**src/hw/rtl/uer_pkg.sv**
```systemverilog
// uer_pkg: beat types, configuration record and fixed constants for the echo ranger
// no dependencies; imported by every module of the block
`timescale 1ns / 1ps
`default_nettype none

package uer_pkg;

  // tick beat: one microsecond sample of the echo pin plus an optional start
  typedef struct packed {
    logic       command;
    logic [3:0] sensor_select;
    logic       echo_level;
  } tick_t;

  // result beat: one per tick
  typedef struct packed {
    logic       trigger_enable;
    logic       trigger_level;
    logic       busy_res;
    logic       done_res;
    logic [9:0] distance_cm;
    logic [3:0] sensor_out;
  } res_t;

  // configuration registers as seen by the datapath
  typedef struct packed {
    logic [15:0] timeout_limit;
    logic [15:0] divide_mask;
    logic [9:0]  saturate_limit;
    logic [9:0]  timeout_code;
  } cfg_t;

  localparam int CFG_INDEX_W = 2;
  localparam int CFG_DATA_W  = 16;

  // register indexes
  localparam logic [CFG_INDEX_W-1:0] REG_TIMEOUT_LIMIT  = 2'd0;
  localparam logic [CFG_INDEX_W-1:0] REG_DIVIDE_MASK    = 2'd1;
  localparam logic [CFG_INDEX_W-1:0] REG_SATURATE_LIMIT = 2'd2;
  localparam logic [CFG_INDEX_W-1:0] REG_TIMEOUT_CODE   = 2'd3;

  // reset values
  localparam logic [15:0] RST_TIMEOUT_LIMIT  = 16'd50000;
  localparam logic [15:0] RST_DIVIDE_MASK    = 16'd0;
  localparam logic [9:0]  RST_SATURATE_LIMIT = 10'd200;
  localparam logic [9:0]  RST_TIMEOUT_CODE   = 10'd253;

  localparam int TIMER_W = 16;
  localparam int DIST_W  = 10;

  // trigger drive lengths in ticks
  localparam int LOW1_TICKS = 2;
  localparam int HIGH_TICKS = 7;
  localparam int LOW2_TICKS = 5;

  // width conversion: counts at or above this give a distance over 1023
  // on both paths, so the count is clamped here before the multiply
  localparam int COUNT_CLAMP = 60236;
  localparam int CONV_X_W    = 16;
  localparam int RECIP_W     = 21;
  localparam int CONV_SHIFT  = 26;
  localparam int CONV_Q_W    = 11;
  // ceil(2^26 / 58) and ceil(17 * 2^26 / 1000); exact for counts below the clamp
  localparam logic [RECIP_W-1:0] RECIP_DIV58 = 21'd1157050;
  localparam logic [RECIP_W-1:0] RECIP_CM    = 21'd1140851;

endpackage

`default_nettype wire

```
**src/hw/rtl/ultrasonic_echo_ranger_top.sv**
```systemverilog
// ultrasonic_echo_ranger_top: input stage, sequencer and result register of the ranger
// depends on uer_pkg, uer_cfg_regs, uer_core (which uses uer_conv)
`timescale 1ns / 1ps
`default_nettype none

// usage
//   tick channel (tick_valid / tick_stall / tick_data): one beat per microsecond
//   tick, carrying the echo pin sample and an optional start command with a
//   sensor index. every tick beat yields exactly one result beat.
//   result channel (res_valid / res_stall / res_data): trigger pin drive, busy,
//   done and the last distance with its sensor index.
//   cfg channel (cfg_valid / cfg_ready / cfg_index / cfg_data): register writes,
//   always ready; write only while no measurement is running.
// path and throughput
//   a tick beat lands in the input register; as it leaves, the sequencer
//   processes it and its result is loaded into the result register, from
//   which the result beat is taken. one beat per cycle is sustained while
//   results are not stalled; the per-tick sequencer update is the only loop.
// reset
//   synchronous rst empties both registers, puts the sequencer in idle with
//   zero count, sensor and distance, and loads register reset values.
// stall
//   a stalled result holds; the input register still takes one more beat,
//   after which tick_stall rises until the result is taken.
module ultrasonic_echo_ranger_top
  import uer_pkg::*;
#(
  parameter int SENSOR_COUNT = 16,
  parameter int COUNTER_BITS = 16
) (
  input  logic                   clk,
  input  logic                   rst,
  input  logic                   tick_valid,
  output logic                   tick_stall,
  input  tick_t                  tick_data,
  output logic                   res_valid,
  input  logic                   res_stall,
  output res_t                   res_data,
  input  logic                   cfg_valid,
  output logic                   cfg_ready,
  input  logic [CFG_INDEX_W-1:0] cfg_index,
  input  logic [CFG_DATA_W-1:0]  cfg_data
);

  cfg_t  cfg;
  logic  s1_valid;
  tick_t s1_data;
  logic  s1_adv;
  res_t  res_next;

  uer_cfg_regs u_cfg (
    .clk       (clk),
    .rst       (rst),
    .cfg_valid (cfg_valid),
    .cfg_ready (cfg_ready),
    .cfg_index (cfg_index),
    .cfg_data  (cfg_data),
    .cfg       (cfg)
  );

  // input stage moves on when the result register is empty or being drained
  assign s1_adv     = s1_valid && (!res_valid || !res_stall);
  assign tick_stall = s1_valid && !s1_adv;

  always_ff @(posedge clk) begin
    if (rst) begin
      s1_valid <= 1'b0;
    end else if (!tick_stall) begin
      s1_valid <= tick_valid;
    end
  end

  // payload only, no reset needed
  always_ff @(posedge clk) begin
    if (tick_valid && !tick_stall) begin
      s1_data <= tick_data;
    end
  end

  // sequencer state advances exactly once per beat, as it leaves the input stage
  uer_core #(
    .SENSOR_COUNT (SENSOR_COUNT),
    .COUNTER_BITS (COUNTER_BITS)
  ) u_core (
    .clk  (clk),
    .rst  (rst),
    .step (s1_adv),
    .tick (s1_data),
    .cfg  (cfg),
    .res  (res_next)
  );

  always_ff @(posedge clk) begin
    if (rst) begin
      res_valid <= 1'b0;
    end else if (s1_adv) begin
      res_valid <= 1'b1;
    end else if (!res_stall) begin
      res_valid <= 1'b0;
    end
  end

  always_ff @(posedge clk) begin
    if (s1_adv) begin
      res_data <= res_next;
    end
  end

  // a beat leaving the input stage is in the result register next cycle
  a_adv_lands: assert property (@(posedge clk) disable iff (rst)
    s1_adv |=> res_valid)
    else $error("processed beat did not reach the result register");

  // a distance is only produced inside a measurement
  a_done_busy: assert property (@(posedge clk) disable iff (rst)
    res_valid && res_data.done_res |-> res_data.busy_res)
    else $error("done without busy");

  // the pin is driven high only while driven
  a_level_en: assert property (@(posedge clk) disable iff (rst)
    res_valid && res_data.trigger_level |-> res_data.trigger_enable)
    else $error("trigger level high while pin released");

  // an idle tick neither drives the pin nor reports a distance
  a_idle_quiet: assert property (@(posedge clk) disable iff (rst)
    res_valid && !res_data.busy_res |-> !res_data.trigger_enable && !res_data.done_res)
    else $error("activity outside a measurement");

endmodule

`default_nettype wire

```
**src/hw/rtl/uer_cfg_regs.sv**
```systemverilog
// uer_cfg_regs: configuration register file written through the cfg channel
// depends on uer_pkg
`timescale 1ns / 1ps
`default_nettype none

module uer_cfg_regs
  import uer_pkg::*;
(
  input  logic                   clk,
  input  logic                   rst,
  input  logic                   cfg_valid,
  output logic                   cfg_ready,
  input  logic [CFG_INDEX_W-1:0] cfg_index,
  input  logic [CFG_DATA_W-1:0]  cfg_data,
  output cfg_t                   cfg
);

  // writes must only happen while idle, which this block does not enforce; they are always taken
  assign cfg_ready = 1'b1;

  always_ff @(posedge clk) begin
    if (rst) begin
      cfg.timeout_limit  <= RST_TIMEOUT_LIMIT;
      cfg.divide_mask    <= RST_DIVIDE_MASK;
      cfg.saturate_limit <= RST_SATURATE_LIMIT;
      cfg.timeout_code   <= RST_TIMEOUT_CODE;
    end else if (cfg_valid && cfg_ready) begin
      case (cfg_index)
        REG_TIMEOUT_LIMIT:  cfg.timeout_limit  <= cfg_data;
        REG_DIVIDE_MASK:    cfg.divide_mask    <= cfg_data;
        REG_SATURATE_LIMIT: cfg.saturate_limit <= cfg_data[DIST_W-1:0];
        REG_TIMEOUT_CODE:   cfg.timeout_code   <= cfg_data[DIST_W-1:0];
        default: ;
      endcase
    end
  end

endmodule

`default_nettype wire

```
**src/hw/rtl/uer_conv.sv**
```systemverilog
// uer_conv: echo width count to distance, one shared reciprocal multiplier
// depends on uer_pkg
`timescale 1ns / 1ps
`default_nettype none

module uer_conv
  import uer_pkg::*;
#(
  parameter int CNT_W = 16
) (
  input  logic [CNT_W-1:0]  count,
  input  logic              use_div,
  input  logic [DIST_W-1:0] sat_limit,
  output logic [DIST_W-1:0] distance
);

  logic [31:0]                    count_wide;
  logic [CONV_X_W-1:0]            x;
  logic [RECIP_W-1:0]             recip;
  logic [CONV_X_W+RECIP_W-1:0]    prod;
  logic [CONV_Q_W-1:0]            q;

  assign count_wide = 32'(count);
  // clamp keeps the multiplier narrow; any clamped count saturates anyway
  assign x     = (count_wide >= 32'(COUNT_CLAMP)) ? CONV_X_W'(COUNT_CLAMP)
                                                  : count_wide[CONV_X_W-1:0];
  assign recip = use_div ? RECIP_DIV58 : RECIP_CM;
  assign prod  = (CONV_X_W+RECIP_W)'(x) * (CONV_X_W+RECIP_W)'(recip);
  assign q     = prod[CONV_SHIFT +: CONV_Q_W];

  always_comb begin
    if (use_div) begin
      distance = q[CONV_Q_W-1] ? {DIST_W{1'b1}} : q[DIST_W-1:0];
    end else begin
      distance = (q > {1'b0, sat_limit}) ? sat_limit : q[DIST_W-1:0];
    end
  end

endmodule

`default_nettype wire

```
**src/hw/rtl/uer_core.sv**
```systemverilog
// uer_core: measurement sequencer; trigger drive, echo phases and result build
// depends on uer_pkg and uer_conv
`timescale 1ns / 1ps
`default_nettype none

module uer_core
  import uer_pkg::*;
#(
  parameter int SENSOR_COUNT = 16,
  parameter int COUNTER_BITS = 16
) (
  input  logic  clk,
  input  logic  rst,
  input  logic  step,
  input  tick_t tick,
  input  cfg_t  cfg,
  output res_t  res
);

  typedef enum logic [2:0] {
    PH_IDLE, PH_LOW1, PH_HIGH, PH_LOW2, PH_WLOW, PH_WHIGH, PH_WIDTH
  } phase_t;

  localparam int LIM_W = (COUNTER_BITS > TIMER_W) ? COUNTER_BITS : TIMER_W;

  phase_t                  phase, phase_next, ph_eff;
  logic [COUNTER_BITS-1:0] tick_count, tick_count_next, cnt_eff, cnt_inc;
  logic [3:0]              active_sensor, sens_eff;
  logic [DIST_W-1:0]       last_distance, last_distance_next, conv_dist;
  logic                    start, gives_up;
  logic [COUNTER_BITS-1:0] drive_end;

  assign start = (phase == PH_IDLE) && tick.command &&
                 (7'(tick.sensor_select) < 7'(SENSOR_COUNT));

  assign ph_eff   = start ? PH_LOW1 : phase;
  assign cnt_eff  = start ? '0 : tick_count;
  assign sens_eff = start ? tick.sensor_select : active_sensor;
  assign cnt_inc  = cnt_eff + 1'b1;

  assign gives_up = (LIM_W'(cnt_eff) >= LIM_W'(cfg.timeout_limit)) || (&cnt_eff);

  uer_conv #(
    .CNT_W(COUNTER_BITS)
  ) u_conv (
    .count     (cnt_eff),
    .use_div   (cfg.divide_mask[sens_eff]),
    .sat_limit (cfg.saturate_limit),
    .distance  (conv_dist)
  );

  always_comb begin
    phase_next         = ph_eff;
    tick_count_next    = cnt_eff;
    last_distance_next = last_distance;
    drive_end          = COUNTER_BITS'(LOW1_TICKS - 1);
    res.trigger_enable = 1'b0;
    res.trigger_level  = 1'b0;
    res.busy_res       = (ph_eff != PH_IDLE);
    res.done_res       = 1'b0;
    case (ph_eff)
      PH_LOW1, PH_HIGH, PH_LOW2: begin
        res.trigger_enable = 1'b1;
        res.trigger_level  = (ph_eff == PH_HIGH);
        case (ph_eff)
          PH_HIGH: drive_end = COUNTER_BITS'(HIGH_TICKS - 1);
          PH_LOW2: drive_end = COUNTER_BITS'(LOW2_TICKS - 1);
          default: drive_end = COUNTER_BITS'(LOW1_TICKS - 1);
        endcase
        if (cnt_eff >= drive_end) begin
          phase_next      = phase_t'(ph_eff + 3'd1);
          tick_count_next = '0;
        end else begin
          tick_count_next = cnt_inc;
        end
      end
      PH_WLOW, PH_WHIGH: begin
        // wait for the awaited echo level; a timeout just moves on
        if ((tick.echo_level == (ph_eff == PH_WHIGH)) || gives_up) begin
          phase_next      = phase_t'(ph_eff + 3'd1);
          tick_count_next = '0;
        end else begin
          tick_count_next = cnt_inc;
        end
      end
      PH_WIDTH: begin
        if (!tick.echo_level) begin
          last_distance_next = conv_dist;
          res.done_res       = 1'b1;
          phase_next         = PH_IDLE;
          tick_count_next    = '0;
        end else if (gives_up) begin
          last_distance_next = cfg.timeout_code;
          res.done_res       = 1'b1;
          phase_next         = PH_IDLE;
          tick_count_next    = '0;
        end else begin
          tick_count_next = cnt_inc;
        end
      end
      default: begin
        phase_next      = PH_IDLE;
        tick_count_next = '0;
      end
    endcase
    res.distance_cm = last_distance_next;
    res.sensor_out  = sens_eff;
  end

  always_ff @(posedge clk) begin
    if (rst) begin
      phase         <= PH_IDLE;
      tick_count    <= '0;
      active_sensor <= '0;
      last_distance <= '0;
    end else if (step) begin
      phase         <= phase_next;
      tick_count    <= tick_count_next;
      active_sensor <= sens_eff;
      last_distance <= last_distance_next;
    end
  end

endmodule

`default_nettype wire

```
**config.mk**
```make
export PLATFORM = sky130hd
export DESIGN_NAME = ultrasonic_echo_ranger_top
export DESIGN_NICKNAME = d
export VERILOG_FILES = /design/src/hw/rtl/uer_pkg.sv /design/src/hw/rtl/ultrasonic_echo_ranger_top.sv /design/src/hw/rtl/uer_cfg_regs.sv /design/src/hw/rtl/uer_conv.sv /design/src/hw/rtl/uer_core.sv
export SDC_FILE = /design/constraint.sdc
export NUM_CORES = 1
export LEC_CHECK = 0
export BUFFER_PORTS_ARGS = -buffer_cell sky130_fd_sc_hd__buf_2
export CAP_MARGIN = 20
export CORE_MARGIN = 2
export CORE_UTILIZATION = 58
export DETAILED_ROUTE_END_ITERATION = 8
export PLACE_DENSITY = 0.78
export SKIP_CTS_REPAIR_TIMING = 1
export SYNTH_ARGS = -nofsm -noshare
export SYNTH_HDL_FRONTEND = slang
export SYNTH_SLANG_ARGS = --single-unit
```
**constraint.sdc**
```tcl
create_clock -name clk -period 9.3 [get_ports clk]
set_clock_uncertainty 0.15 [all_clocks]
set_input_delay 1.86 -clock clk [delete_from_list [all_inputs] [get_ports clk]]
set_output_delay 1.86 -clock clk [all_outputs]
set_load 0.01 [all_outputs]
```
; Yosys cells after proc, flatten, opt, wreduce, memory -nomap -nowiden
; Cells that the tools add are included.
[totals]
register_bits = 111
latch_bits = 0
ramBits = 0
rom_bits = 0
elab_cells = 89
n_memories = 0
[classes]
add_sub_neg = 2
mul = 1
n_div = 0
order_cmp = 5
n_eq_ne = 11
shift = 0
muxes = 30
n_bitwise = 0
n_reduce_logical = 21
[op_table]
columns = operator, n
row1 = $mux W16, 8
row2 = $mux W10, 6
row3 = $pmux W16 S3, 1
row4 = $mul A16 B21 Y37, 1
row5 = $ge A16 B16 Y1, 2
row6 = $add A16 B1 Y16 const B, 1
row7 = $ge A16 B16 Y1 const B, 1
row8 = $reduce_and A16 Y1, 1
row9 = $mux W3, 5
row10 = $gt A11 B10 Y1, 1
row11 = $eq A3 B3 Y1 const B, 3
row12 = $pmux W3 S3, 1
row13 = $reduce_and A2 Y1, 4
row14 = $eq A3 B2 Y1 const B, 2
row15 = $pmux W3 S2, 1
row16 = $lt A4 B5 Y1 const B, 1
row17 = $mux W1, 5
row18 = $bmux W1 S4, 1
row19 = $eq A2 B2 Y1 const B, 2
row20 = $logic_and A1 B1 Y1, 4
row21 = $logic_not A1 Y1, 4
row22 = $mux W4, 1
row23 = $add A3 B1 Y3 const B, 1
row24 = $eq A3 B1 Y1 const B, 1
row25 = 10 further kinds, 12

; Longest topological paths before layout
[logic_depth]
depth_word = 12
mapped_depth = 44

; Modules after synthesis
; A second synthesis with hierarchy kept.
[unflattened]
cells_unflattened = 1508
hier_area_um2 = 13709.4
[modules_own_cells]
columns = module, n_inst, cells_per_inst, area_each_um2
row1 = uer_conv, 1, 908, 7952.6
row2 = uer_core, 1, 361, 2831.5
row3 = uer_cfg_regs, 1, 205, 2118.3
row4 = ultrasonic_echo_ranger_top, 1, 34, 807.0

; Worst setup path before layout
; No wires, ideal clock.
[synth_timing]
kind = register -> register
start = reg u_core.phase[2]
end = reg res_data[13] (netlist name) (data pin)
arrival_time_ns = 9.807
required_ns = 8.894
setup_slack_ns = -0.913
stages_incl_launch_ff = 39
path_buffers = 4
cell_sequence = dfxtp_1 > buf_4 > nor4b_4 > mux2i_2 > mux2i_1 > a21oi_1 > a22oi_2 > clkbuf_1 > clkbuf_1 > nand2_1 > fa_1 > inv_1 > fa_1 > inv_1 > fa_1 > inv_1 > fa_1 > fa_1 > [3 not listed] > ha_1 > nand4_1 > or4_1 > o22a_1 > nand2_1 > a211o_1 > a31oi_1 > xnor2_1 > ha_1 > a21o_1 > a211o_1 > o311ai_0 > o21ai_0 > mux2_2 > buf_6 > a2bb2oi_1 > o2bb2ai_1 > a22o_1
[synth_lines]
columns = element, line_no
row1 = "start, declared", uer_core.sv:26  ; phase_t phase, phase_next, ph_eff;
row2 = "start signal, assigned", uer_core.sv:117  ; phase <= phase_next;
row3 = "end signal, assigned", ultrasonic_echo_ranger_top.sv:105  ; res_data <= res_next;
row4 = "end, declared", ultrasonic_echo_ranger_top.sv:38  ; output res_t res_data,

==> impl_metrics.env <==
export IMPL_outcome="complete, but fails checks"
export IMPL_violations="negative setup slack"
export IMPL_max_freq_mhz=98.6
export IMPL_launching_element_type_of_the_critical_path="flop"
export IMPL_grt_total_ovfl=0
export IMPL_first_global_vias=12027
export IMPL_hold_slack_ns=0.314
export IMPL_netlist_cell_type_count=81
export IMPL_cts_clk_slew_worst_paths_ns=0.08
export IMPL_ys_async_sr_fraction=0
export IMPL_finalNetCount=2139
export IMPL_cells_after_synth=1537
export IMPL_detailedPlacementHpwl_microns=31600
export IMPL_totalWireLength_microns=41200
export IMPL_detail_route_antenna_nets=0
export IMPL_finalCritPeriodShare=1.09
export IMPL_power_total_w=0.00116
export IMPL_worst_setup_path_end_kind="flop"
export IMPL_io_pins=50
export IMPL_endpoints_failing_hold=0
export IMPL_route_detailed_vias_per_inst=5.86
export IMPL_worstSetupStartpoint="u_core.phase[1]$_SDFFE_PP0P_"
export IMPL_rows=55
export IMPL_finalSetupTns_ns=-15.02
export IMPL_layout_area_overhead_vs_synth_pct=24.4
export IMPL_p_leak_nw=8.75
export IMPL_synth_area_sq_mm=0.0133
export IMPL_min_period_ns=10.14
export IMPL_clock_tree_from_tritoncts="built"
export IMPL_clock_latency_ns=0.37
export IMPL_tritoncts_num_sinks=111
export IMPL_final_setup_worst_slack_ns=-0.843
export IMPL_postSynthRegisterBits=111
export IMPL_critical_path_reg2reg_startpoint="u_core.phase[1]$_SDFFE_PP0P_"
export IMPL_x_dimension_of_the_die_microns=155
export IMPL_die_y_microns=155
export IMPL_synth_area_leaders="sky130_fd_sc_hd__fa_1, sky130_fd_sc_hd__ha_1, sky130_fd_sc_hd__dfxtp_1, sky130_fd_sc_hd__inv_1, sky130_fd_sc_hd__nand2_1"
export IMPL_timing_final_setup_violations=20
export IMPL_core_region_area_sq_mm=0.0226
export IMPL_synth_flop_cell="sky130_fd_sc_hd__dfxtp_1"
export IMPL_grtUsageTotal=0.329
export IMPL_ys_seq_area_frac=0.185
export IMPL_timing_critical_path_mode_cell="sky130_fd_sc_hd__fa_1"
export IMPL_antenna_found_initial=0
export IMPL_drt_iter0_drc=1261
export IMPL_grt_setup_unrepaired="yes"
export IMPL_numCtsBuffers=9
export IMPL_slowest_stage="sky130_fd_sc_hd__fa_2"
export IMPL_hold_path_startpoint="u_cfg.cfg[39]$_SDFFE_PP0P_"
export IMPL_cellPowerDensity_mw_per_mm2=70.2
export IMPL_cpPeakStageDelay_ns=0.58
export IMPL_report_final_slew_viol_count=0
export IMPL_syn_area_per_cell_sq_um=8.65
export IMPL_required_ns=9.27
export IMPL_synth_edff_count=24
export IMPL_drive_gt1_frac=0.248
export IMPL_finalWeightedCongestion=1.01
export IMPL_timing_slew_headroom=0.328
export IMPL_ir_worst_vdd_mv=0.145
export IMPL_crit_arrival_ns=10.12
export IMPL_drt_wirelength_per_cell_microns=19.9
export IMPL_grt_first_pass_wirelength_microns=62300
export IMPL_clockBufferDepth=2
export IMPL_portBuffers=48
export IMPL_worstHoldPathType="flop to flop"
export IMPL_max_cap_violations=0
export IMPL_path_class="flop to flop"
export IMPL_largest_net_degree_at_the_start_of_global_routing=57
export IMPL_root_buffer="sky130_fd_sc_hd__clkbuf_16"
export IMPL_floorplan_initialDensity=0.589
export IMPL_detail_route_drc_violations=0
export IMPL_ys_warnings_count=0
export IMPL_worstPathMaxFanout=8
export IMPL_yosysTopAreaCell="sky130_fd_sc_hd__fa_1"
export IMPL_dr_pass1_iters=8
export IMPL_max_slew_worst_pin_slew_ns=1.00
export IMPL_antenna_cells_inserted=0
export IMPL_top_cell_type_s_share_of_synthesized_area=0.220
export IMPL_timing_reg2reg_setup_slack_ns=-0.84
export IMPL_detailroute_via_count=12102
export IMPL_cts_max_level=3
export IMPL_design_die_area_sq_mm=0.0242
power breakdown:
group	total [W]	leakage [nW]	switching, W	internal, W
sequential	0.000521	0.941	0.0000127	0.000509
combinational	0.000224	7.64	0.000132	0.0000927
clock	0.000415	0.161	0.000205	0.000210
total	0.00116	8.75	0.000349	0.000811
kinds of logic after synthesis:
kind of cell | share of synthesized area
fa+ha+maj | 0.398
xor+xnor | 0.0237
flops | 0.185
other cells | 0.000565
simple gates | 0.139
buf+inv | 0.0992
mux | 0.0109
compound gates | 0.144
worst paths after layout:
kind                                endpoint  cells after the start
setup / recovery      res_data[13]$_DFFE_PP_                     37
setup reg to reg      res_data[13]$_DFFE_PP_                     37
hold / removal    u_cfg.cfg[39]$_SDFFE_PP0P_                      2
hold reg to reg   u_cfg.cfg[39]$_SDFFE_PP0P_                      2
sequential cells by signal (all words and copies together) (netlist names):
signal and cells:
u_cfg.cfg 52, res_data 18, u_core.tick_count 16, u_core.last_distance 10, s1_data 6, u_core.active_sensor 4, u_core.phase 3, res_valid 1
s1_valid 1
synth_stat cells, types with 5 or more instances:
| cell type | n |
|---|---|
| sky130_fd_sc_hd__nor2_1 | 96 |
| sky130_fd_sc_hd__o21bai_1 | 5 |
| sky130_fd_sc_hd__o21ai_0 | 52 |
| sky130_fd_sc_hd__clkbuf_1 | 40 |
| sky130_fd_sc_hd__a21o_1 | 25 |
| sky130_fd_sc_hd__nand4_1 | 12 |
| sky130_fd_sc_hd__and3_1 | 10 |
| sky130_fd_sc_hd__xnor2_1 | 32 |
| sky130_fd_sc_hd__nor2b_1 | 7 |
| sky130_fd_sc_hd__a21oi_1 | 77 |
| sky130_fd_sc_hd__o211ai_1 | 18 |
| sky130_fd_sc_hd__and2_1 | 7 |
| sky130_fd_sc_hd__mux2i_1 | 12 |
| sky130_fd_sc_hd__a22oi_1 | 16 |
| sky130_fd_sc_hd__inv_1 | 289 |
| sky130_fd_sc_hd__nand3_1 | 31 |
| sky130_fd_sc_hd__nor3_1 | 10 |
| sky130_fd_sc_hd__fa_1 | 146 |
| sky130_fd_sc_hd__dfxtp_1 | 87 |
| sky130_fd_sc_hd__o21a_1 | 9 |
| sky130_fd_sc_hd__ha_1 | 189 |
| sky130_fd_sc_hd__a22o_1 | 5 |
| sky130_fd_sc_hd__a31oi_1 | 9 |
| sky130_fd_sc_hd__a211oi_1 | 18 |
| sky130_fd_sc_hd__or2_2 | 10 |
| sky130_fd_sc_hd__edfxtp_1 | 24 |
| sky130_fd_sc_hd__nand2_1 | 202 |
| sky130_fd_sc_hd__nand2b_1 | 10 |
critical path: cells and delay by family (launching register included):
| family | cells | cell delay (ns) |
|---|---|---|
| DFF | 1 | 0.36 |
| muxes | 3 | 0.80 |
| adders and majority gates | 8 | 3.78 |
| buffers and inverters | 8 | 1.01 |
| xor gates and xnor gates | 1 | 0.28 |
| and+or+nand+nor | 5 | 1.15 |
| AOI/OAI and AO/OA | 12 | 2.40 |
cells in the final DEF (no fill, tap or decap), drive strengths merged, types with 25 or more instances in the layout:
| cell | netlist | layout |
|---|---|---|
| a21o | 25 | 25 |
| a21oi | 77 | 77 |
| buf | 10 | 270 |
| dfxtp | 87 | 87 |
| fa | 146 | 146 |
| ha | 189 | 189 |
| inv | 290 | 291 |
| nand2 | 202 | 202 |
| nand3 | 32 | 32 |
| nor2 | 96 | 96 |
| o21ai | 53 | 53 |
| xnor2 | 32 | 32 |
layout make-up:
class	instances	area, sq um
inverters	292	1100
clock buffers	10	250
flip-flops and latches	111	2470
well taps	285	357
repair buffers	271	2000
multi-input cells	1090	10300
clock inverters	6	85.1
fillers	1539	6040
routing by layer:
| layer | vias up | GRT usage | wire length, microns |
|---|---|---|---|
| met1 | 5808 | 0.459 | 16500 |
| met4 | 0 | 0.100 | 1620 |
| li1 | 5541 | - | - |
| met2 | 631 | 0.524 | 19100 |
| met3 | 122 | 0.0602 | 3960 |
| met5 | - | 0 | 0 |
through the flow:
step                utilization  worst slack, ns  instance area [sq um]  instances
global placement          0.683           -0.444                  15400       2020
global route              0.733            -1.08                  16500       2065
detailed placement        0.683           -0.601                  15400       2021
floorplan                     -          -0.0823                  13600       1541
finish                    0.733           -0.843                  16500       2065
CTS                       0.698           -0.704                  15800       2037
(Power assumes the default switching activity.)
